## config.mk

```make
export PLATFORM = sky130hd
export DESIGN_NAME = combined_lcg_shuffle_rng_top
export DESIGN_NICKNAME = d
export VERILOG_FILES = /design/src/rtl/crng_pkg.sv /design/src/rtl/crng_mulmod.sv /design/src/rtl/combined_lcg_shuffle_rng_top.sv
export SDC_FILE = /design/constraint.sdc
export NUM_CORES = 2
export LEC_CHECK = 0
export ABC_AREA = 0
export BUFFER_PORTS_ARGS = -buffer_cell sky130_fd_sc_hd__buf_4
export CORE_UTILIZATION = 40
export CTS_CLUSTER_SIZE = 28
export DETAILED_ROUTE_END_ITERATION = 7
export PLACE_DENSITY = 0.53
export SLEW_MARGIN = 5
export SYNTH_ARGS = -nofsm -noshare
export SYNTH_HDL_FRONTEND = slang
export SYNTH_SLANG_ARGS = --single-unit
```

## constraint.sdc

```tcl
create_clock -name clk_i -period 12.25 [get_ports clk_i]
set_input_delay 3.675 -clock clk_i [delete_from_list [all_inputs] [get_ports clk_i]]
set_output_delay 3.675 -clock clk_i [all_outputs]
set_load 0.03 [all_outputs]
```

## src/rtl/crng_pkg.sv

```systemverilog
// crng_pkg: constants and helpers of the combined lcg shuffle generator
// used by crng_mulmod and combined_lcg_shuffle_rng_top, no dependencies
`default_nettype none

package crng_pkg;

  localparam int unsigned TABLE_DEPTH = 32;
  localparam int unsigned IDX_W       = (TABLE_DEPTH > 1) ? $clog2(TABLE_DEPTH) : 1;
  localparam int unsigned WARMUP      = TABLE_DEPTH + 8;
  localparam int unsigned CNT_W       = $clog2(WARMUP);

  localparam int unsigned GEN_W  = 31;
  localparam int unsigned MUL_W  = 16;
  localparam int unsigned PROD_W = GEN_W + MUL_W;
  localparam int unsigned FOLD_W = 8;

  localparam logic [GEN_W-1:0]  MOD_A = 31'd2147483563;
  localparam logic [GEN_W-1:0]  MOD_B = 31'd2147483399;
  localparam logic [MUL_W-1:0]  MUL_A = 16'd40014;
  localparam logic [MUL_W-1:0]  MUL_B = 16'd40692;
  // 2^31 minus modulus, used to fold the high product bits
  localparam logic [FOLD_W-1:0] FOLD_A = 8'd85;
  localparam logic [FOLD_W-1:0] FOLD_B = 8'd249;

  localparam logic [GEN_W-1:0] GEN_TWO_INIT = 31'd123456789;
  localparam longint           SPAN         = 64'd2147483562;
  localparam longint           SLOT_WIDTH   = 1 + SPAN / TABLE_DEPTH;

  function automatic logic [IDX_W-1:0] slot_of(logic [GEN_W-1:0] v);
    logic [IDX_W-1:0] s;
    s = '0;
    for (int k = 1; k < TABLE_DEPTH; k++) begin
      if ({1'b0, v} >= 32'(longint'(k) * SLOT_WIDTH)) begin
        s = IDX_W'(k);
      end
    end
    return s;
  endfunction

endpackage

`default_nettype wire

```

## src/rtl/crng_mulmod.sv

```systemverilog
// crng_mulmod: two-stage (mul * x) mod m for either generator
// depends on crng_pkg
`default_nettype none

module crng_mulmod (
  input  wire logic                        clk_i,
  input  wire logic                        rst_ni,
  input  wire logic                        issue_i,
  input  wire logic                        sel_b_i,
  input  wire logic [crng_pkg::GEN_W-1:0]  x_i,
  output logic      [crng_pkg::GEN_W-1:0]  res_o
);

  logic [crng_pkg::MUL_W-1:0]  mul;
  logic [crng_pkg::PROD_W-1:0] prod;
  logic [crng_pkg::PROD_W-1:0] prod_q;
  logic                        sel_q;
  logic                        v1_q;
  logic [crng_pkg::FOLD_W-1:0] fold;
  logic [crng_pkg::GEN_W-1:0]  modv;
  logic [23:0]                 hi_fold;
  logic [31:0]                 sum;
  logic [31:0]                 red;
  logic [crng_pkg::GEN_W-1:0]  res_q;

  always_comb begin
    mul  = sel_b_i ? crng_pkg::MUL_B : crng_pkg::MUL_A;
    prod = crng_pkg::PROD_W'(x_i) * crng_pkg::PROD_W'(mul);
  end

  // high part times (2^31 - m) plus low part stays below 2m
  always_comb begin
    fold    = sel_q ? crng_pkg::FOLD_B : crng_pkg::FOLD_A;
    modv    = sel_q ? crng_pkg::MOD_B : crng_pkg::MOD_A;
    hi_fold = 24'(prod_q[crng_pkg::PROD_W-1:crng_pkg::GEN_W]) * 24'(fold);
    sum     = 32'(prod_q[crng_pkg::GEN_W-1:0]) + 32'(hi_fold);
    red     = (sum >= 32'(modv)) ? (sum - 32'(modv)) : sum;
  end

  always_ff @(posedge clk_i or negedge rst_ni) begin
    if (!rst_ni) begin
      v1_q <= 1'b0;
    end else begin
      v1_q <= issue_i;
    end
  end

  always_ff @(posedge clk_i) begin
    if (issue_i) begin
      prod_q <= prod;
      sel_q  <= sel_b_i;
    end
    if (v1_q) begin
      res_q <= red[crng_pkg::GEN_W-1:0];
    end
  end

  assign res_o = res_q;

endmodule

`default_nettype wire

```

## src/rtl/combined_lcg_shuffle_rng_top.sv

```systemverilog
// combined_lcg_shuffle_rng_top: two combined lcgs with a shuffle table
// depends on crng_pkg and crng_mulmod
//
// input channel: in_valid_i / in_ready_o carry one word of op_i and seed_i.
//   op_i = 0 draws the next deviate, op_i = 1 reseeds from seed_i, then draws.
// output channel: out_valid_o / out_ready_i carry one deviate_o per word,
//   an integer in 1..2147483562; deviate / 2147483563 is uniform in (0,1).
// a draw passes ST_DR_B, ST_DR_A and ST_DR_FIN before out_valid_o rises;
//   words are accepted only in ST_IDLE. the generator steps run through
//   one shared two-stage multiply-modulo unit, the table read overlaps them.
// a reseed runs TABLE_DEPTH + 8 warm-up steps, each through ST_RS_WAIT and
//   ST_RS_DONE, since each step depends on the previous one.
// the shuffle table is a single-port-write memory with a registered read.
// after reset the first generator is zero, so the first word always reseeds
//   (with 1 on a draw) and fills the whole table before it is read.
// a finished word sits in the output register; the next word is accepted
//   meanwhile and its result waits until the register is taken.
`default_nettype none

module combined_lcg_shuffle_rng_top (
  input  wire logic                        clk_i,
  input  wire logic                        rst_ni,
  input  wire logic                        in_valid_i,
  output logic                             in_ready_o,
  input  wire logic                        op_i,
  input  wire logic [crng_pkg::GEN_W-1:0]  seed_i,
  output logic                             out_valid_o,
  input  wire logic                        out_ready_i,
  output logic      [crng_pkg::GEN_W-1:0]  deviate_o
);

  typedef enum logic [2:0] {
    ST_IDLE,
    ST_RS_WAIT,
    ST_RS_DONE,
    ST_DR_B,
    ST_DR_A,
    ST_DR_FIN
  } state_e;

  state_e                       state_q;
  logic [crng_pkg::GEN_W-1:0]   gen_one_q;
  logic [crng_pkg::GEN_W-1:0]   gen_two_q;
  logic [crng_pkg::GEN_W-1:0]   last_out_q;
  logic [crng_pkg::CNT_W-1:0]   cnt_q;
  logic [crng_pkg::IDX_W-1:0]   slot_q;
  logic                         out_valid_q;
  logic [crng_pkg::GEN_W-1:0]   deviate_q;

  logic [crng_pkg::GEN_W-1:0]   table_q [crng_pkg::TABLE_DEPTH];
  logic [crng_pkg::GEN_W-1:0]   rdata_q;

  logic                         accept;
  logic                         reseed;
  logic [crng_pkg::GEN_W-1:0]   seed_eff;
  logic                         issue;
  logic                         sel_b;
  logic [crng_pkg::GEN_W-1:0]   step_x;
  logic [crng_pkg::GEN_W-1:0]   step_res;
  logic                         out_free;
  logic                         fin;
  logic [crng_pkg::GEN_W-1:0]   slot_src;
  logic [crng_pkg::IDX_W-1:0]   slot_d;
  logic                         re;
  logic                         we;
  logic [crng_pkg::IDX_W-1:0]   waddr;
  logic [crng_pkg::GEN_W-1:0]   wdata;
  logic [31:0]                  ydiff;
  logic [31:0]                  yfold;
  logic [crng_pkg::GEN_W-1:0]   y;

  assign in_ready_o = (state_q == ST_IDLE);
  assign accept     = in_valid_i && in_ready_o;
  assign reseed     = op_i || (gen_one_q == '0);
  assign out_free   = !out_valid_q || out_ready_i;
  assign fin        = (state_q == ST_DR_FIN) && out_free;

  always_comb begin
    if (op_i) begin
      seed_eff = (seed_i == '0) ? crng_pkg::GEN_W'(1) : seed_i;
    end else begin
      seed_eff = crng_pkg::GEN_W'(1);
    end
  end

  // shared multiply-modulo unit
  always_comb begin
    issue  = 1'b0;
    sel_b  = 1'b0;
    step_x = gen_one_q;
    case (state_q)
      ST_IDLE: begin
        issue  = accept;
        step_x = reseed ? seed_eff : gen_one_q;
      end
      ST_RS_DONE: begin
        issue  = 1'b1;
        step_x = step_res;
      end
      ST_DR_B: begin
        issue  = 1'b1;
        sel_b  = 1'b1;
        step_x = gen_two_q;
      end
      default: begin
        issue = 1'b0;
      end
    endcase
  end

  crng_mulmod u_mulmod (
    .clk_i   (clk_i),
    .rst_ni  (rst_ni),
    .issue_i (issue),
    .sel_b_i (sel_b),
    .x_i     (step_x),
    .res_o   (step_res)
  );

  // table access
  always_comb begin
    slot_src = (state_q == ST_RS_DONE) ? step_res : last_out_q;
    slot_d   = crng_pkg::slot_of(slot_src);
    re       = (accept && !reseed) || ((state_q == ST_RS_DONE) && (cnt_q == '0));
    we       = 1'b0;
    waddr    = slot_q;
    wdata    = gen_one_q;
    if (state_q == ST_RS_DONE) begin
      we    = (cnt_q < crng_pkg::CNT_W'(crng_pkg::TABLE_DEPTH));
      waddr = cnt_q[crng_pkg::IDX_W-1:0];
      wdata = step_res;
    end else if (fin) begin
      we = 1'b1;
    end
  end

  always_ff @(posedge clk_i) begin
    if (we) begin
      table_q[waddr] <= wdata;
    end
    if (re) begin
      rdata_q <= (we && (waddr == slot_d)) ? wdata : table_q[slot_d];
    end
  end

  // combine and fold into 1..span
  always_comb begin
    ydiff = {1'b0, rdata_q} - {1'b0, step_res};
    yfold = ydiff + 32'(crng_pkg::SPAN);
    if (ydiff[31] || (ydiff == '0)) begin
      y = yfold[crng_pkg::GEN_W-1:0];
    end else begin
      y = ydiff[crng_pkg::GEN_W-1:0];
    end
  end

  always_ff @(posedge clk_i or negedge rst_ni) begin
    if (!rst_ni) begin
      state_q     <= ST_IDLE;
      gen_one_q   <= '0;
      gen_two_q   <= crng_pkg::GEN_TWO_INIT;
      last_out_q  <= '0;
      cnt_q       <= '0;
      slot_q      <= '0;
      out_valid_q <= 1'b0;
      deviate_q   <= '0;
    end else begin
      if (fin) begin
        out_valid_q <= 1'b1;
      end else if (out_valid_q && out_ready_i) begin
        out_valid_q <= 1'b0;
      end
      case (state_q)
        ST_IDLE: begin
          if (accept) begin
            if (reseed) begin
              gen_two_q <= seed_eff;
              cnt_q     <= crng_pkg::CNT_W'(crng_pkg::WARMUP - 1);
              state_q   <= ST_RS_WAIT;
            end else begin
              slot_q  <= slot_d;
              state_q <= ST_DR_B;
            end
          end
        end
        ST_RS_WAIT: begin
          state_q <= ST_RS_DONE;
        end
        ST_RS_DONE: begin
          gen_one_q <= step_res;
          if (cnt_q == '0) begin
            last_out_q <= step_res;
            slot_q     <= slot_d;
            state_q    <= ST_DR_B;
          end else begin
            cnt_q   <= cnt_q - crng_pkg::CNT_W'(1);
            state_q <= ST_RS_WAIT;
          end
        end
        ST_DR_B: begin
          state_q <= ST_DR_A;
        end
        ST_DR_A: begin
          gen_one_q <= step_res;
          state_q   <= ST_DR_FIN;
        end
        ST_DR_FIN: begin
          if (out_free) begin
            gen_two_q  <= step_res;
            last_out_q <= y;
            deviate_q  <= y;
            state_q    <= ST_IDLE;
          end
        end
        default: begin
          state_q <= ST_IDLE;
        end
      endcase
    end
  end

  assign out_valid_o = out_valid_q;
  assign deviate_o   = deviate_q;

endmodule

`default_nettype wire
```

==> impl_metrics.ini <==
[timing]
finalClockSkew_ns = 0.02861
setup_viol = 0
period_share_pct = 94.09
layout_min_cycle_time_ns = 11.53
worst_pin_slew_ns = 1.286
fmax_mhz = 86.76
grt_setup_unrepaired = false
slew_headroom_pct = 14.08
hold_violations = 0
slew_viol_final = 0

[detailed_routing]
num_vias = 48400
viasPerCell = 5.614
drcViolationCount = 0
drt_wl_total_um = 226200
drt_pass1_iterations = 6
drt_iter0_drc = 4744
ant_nets = 0
wl_per_cell_um = 26.24

[cts]
h-tree-depth = 4
root_buffer = clkbuf_16
clk_pin_slew_ns = 0.05
cts_sinks = 1241
cts_buffers = 140
clk-insertion-delay-late_ns = 0.80
cts_tree = built
clock_tree.buffer_depth = 3
post-cts-setup-buffers = 0
cts_hold_buf = 0
cts.repair.resized = 0

[yosys]
synthSimpleGateAreaFrac_pct = 11.80
synthMuxAreaShare_pct = 4.148
netlist_instances = 5999
synth.cell_area_um2 = 70180
yosys-top-cells-area = edfxtp_1 (47%), fa_1 (11%), ha_1 (5.0%), nand2_1 (5.0%), dfrtp_1 (4.4%)
synthAdderAreaFrac_pct = 15.80
synth_edf_count = 1101
synth_ff_type = edfxtp_1
ys_seq_area_share_pct = 52.13
synth-xor-area-share_pct = 1.635
synth_seq_cells = 1241
synth_top_cells_by_count = edfxtp_1 (1,101), nand2_1 (941), inv_1 (555)
avgSynthCellArea_um2 = 11.70
ys_types = 101
synth-compound-area-share_pct = 9.602
syn-num-nets = 6695
synth_top_family_by_area = adder cells
post-synth-top-count-cell = edfxtp_1
synth_top_area_cell = edfxtp_1
yosysWarnings = 0
synthArstFlopShare_pct = 11.28
post-synth-top-area-fraction_pct = 47.11

[placement]
place_area_um2 = 74680
hpwl_um = 149500
globalplace.congestion = 0.9168
io_buffers = 68

[finish]
nNetsFinal = 6878
multi_input_area_um2 = 30570
drive_above_1_share_pct = 10.76
stdcell_area_um2 = 79050
nFillCells = 16080
layout.area.seq_um2 = 36590
syn_to_final_growth_pct = 12.63

[worst_setup_path]
crit_path_frequent_cell = fa_1
crit_path_start_kind = input pin
endpoint_kind = flop
slowest_delay_ns = 0.55
crit_slowest_cell = fa_1
required_ns = 12.78
cp.arrival_ns = 12.06
crit_type = in -> reg
critical_path.max_fanout = 18

[global_routing]
grt_pass1_vias = 48140
grt_pass1_wl_um = 330200
gr-usage-all-layers_pct = 25.71
antenna_found_initial = 4
grt_max_degree = 123
overflow = 0

[job]
drv_cap = 0

[floorplan]
rows = 153
die-area_um2 = 177100
io_pins = 69
core_um2 = 174000
dieHeight_um = 420.9
fp.dieW_um = 420.9
initial_utilization_pct = 40.33

[outcome]
run_status = completed

[hold_path]
hp-class = reg -> reg
-- stage by stage --
| step | TNS [ns] | hold slack (ns) | util [%] | std cells | setup slack [ns] |
|---|---|---|---|---|---|
| CTS | 0 | 0.4854 | 45.42 | 8615 | 0.6937 |
| floorplan | 0 | 0.4508 | - | 5999 | 0.3243 |
| global placement | -0.4365 | 0.4671 | 42.92 | 8365 | -0.1841 |
| finish | 0 | 0.4839 | 45.43 | 8621 | 0.7239 |
| global route | 0 | 0.4995 | 45.42 | 8615 | 0.09685 |
| detailed placement | -0.2288 | 0.4739 | 42.92 | 8365 | -0.1383 |
-- worst max-delay path: cells and delay by family --
| family | cells | cell delay (ns) |
|---|---|---|
| AO/OA/AOI/OAI | 11 | 2.81 |
| adder cells (fa/ha/maj) | 7 | 3.32 |
| XOR/XNOR | 1 | 0.11 |
| AND/OR/NAND/NOR | 5 | 1.14 |
| buffers and inverters | 7 | 1.01 |
-- layout make-up --
type	count	area share [%]
Antenna cell	6	0.01899
Clock buffer	183	4.717
Clock inverter	67	0.7977
Inverter	555	2.635
Multi-Input combinational cell	3917	38.67
Sequential cell	1241	46.28
Tap cell	2325	3.680
Timing Repair Buffer	327	3.205
-- routing by layer --
metal  share of wire (%)  vias up  GRT usage, %  wire (µm)
met5              0.0057        -             0         13
met4                 4.2        2         10.20       9573
met3                 5.8      366         3.273      13020
met2                  49     1615         43.67     110300
met1                  41    24580         33.31      93310
li1                    -    21830             -          -
-- state kept, by name, summed over array words and instances, names as in the netlist --
name             count
cnt_q                6
deviate_o           31
gen_one_q           31
gen_two_q           31
last_out_q          31
out_valid_o          1
rdata_q             31
slot_q               5
state_q              3
table_q            992
u_mulmod.prod_q     46
u_mulmod.res_o      31
u_mulmod.sel_q       1
u_mulmod.v1_q        1
-- layout by cell type (no fill, tap or decap), drive strengths merged, types with 63 or more instances in the layout --
| master | n |
|---|---|
| xnor2 | 85 |
| buf | 327 |
| a31oi | 75 |
| nand3 | 267 |
| nor2 | 222 |
| fa | 377 |
| nor3 | 81 |
| ha | 283 |
| o21ai | 168 |
| edfxtp | 1101 |
| o22ai | 63 |
| inv | 563 |
| mux2i | 234 |
| nor4 | 86 |
| nand2 | 941 |
| clkbuf | 183 |
| dfrtp | 124 |
| a21oi | 282 |
-- final timing paths --
path | from | end | slack (ns) | cells past startpoint
worst max-delay path | seed_i[13] | u_mulmod.prod_q[43] | 0.72 | 31
worst min-delay path | deviate_o[15] | deviate_o[15] | 0.48 | 2
worst max register to register | state_q[1] | u_mulmod.prod_q[43] | 2.54 | 33
worst min register to register | deviate_o[15] | deviate_o[15] | 0.48 | 2
max in group asynchronous | rst_ni | deviate_o[11] | 7.86 | 2
min in group asynchronous | rst_ni | deviate_o[4] | 2.94 | 1
-- cell families (layout without fill, tap and decap cells) --
logic type | Yosys count | in the layout
AO/OA/AOI/OAI | 1013 | 1013
XOR/XNOR | 131 | 131
adder cells (fa/ha/maj) | 660 | 660
buffers and inverters | 841 | 1132
flip-flops | 1241 | 1241
multiplexers | 282 | 282
other | 1 | 7
AND/OR/NAND/NOR | 1830 | 1830
Power is not shown: default switching activity piles up to over one toggle a cycle in this logic, so the estimate is an artifact.
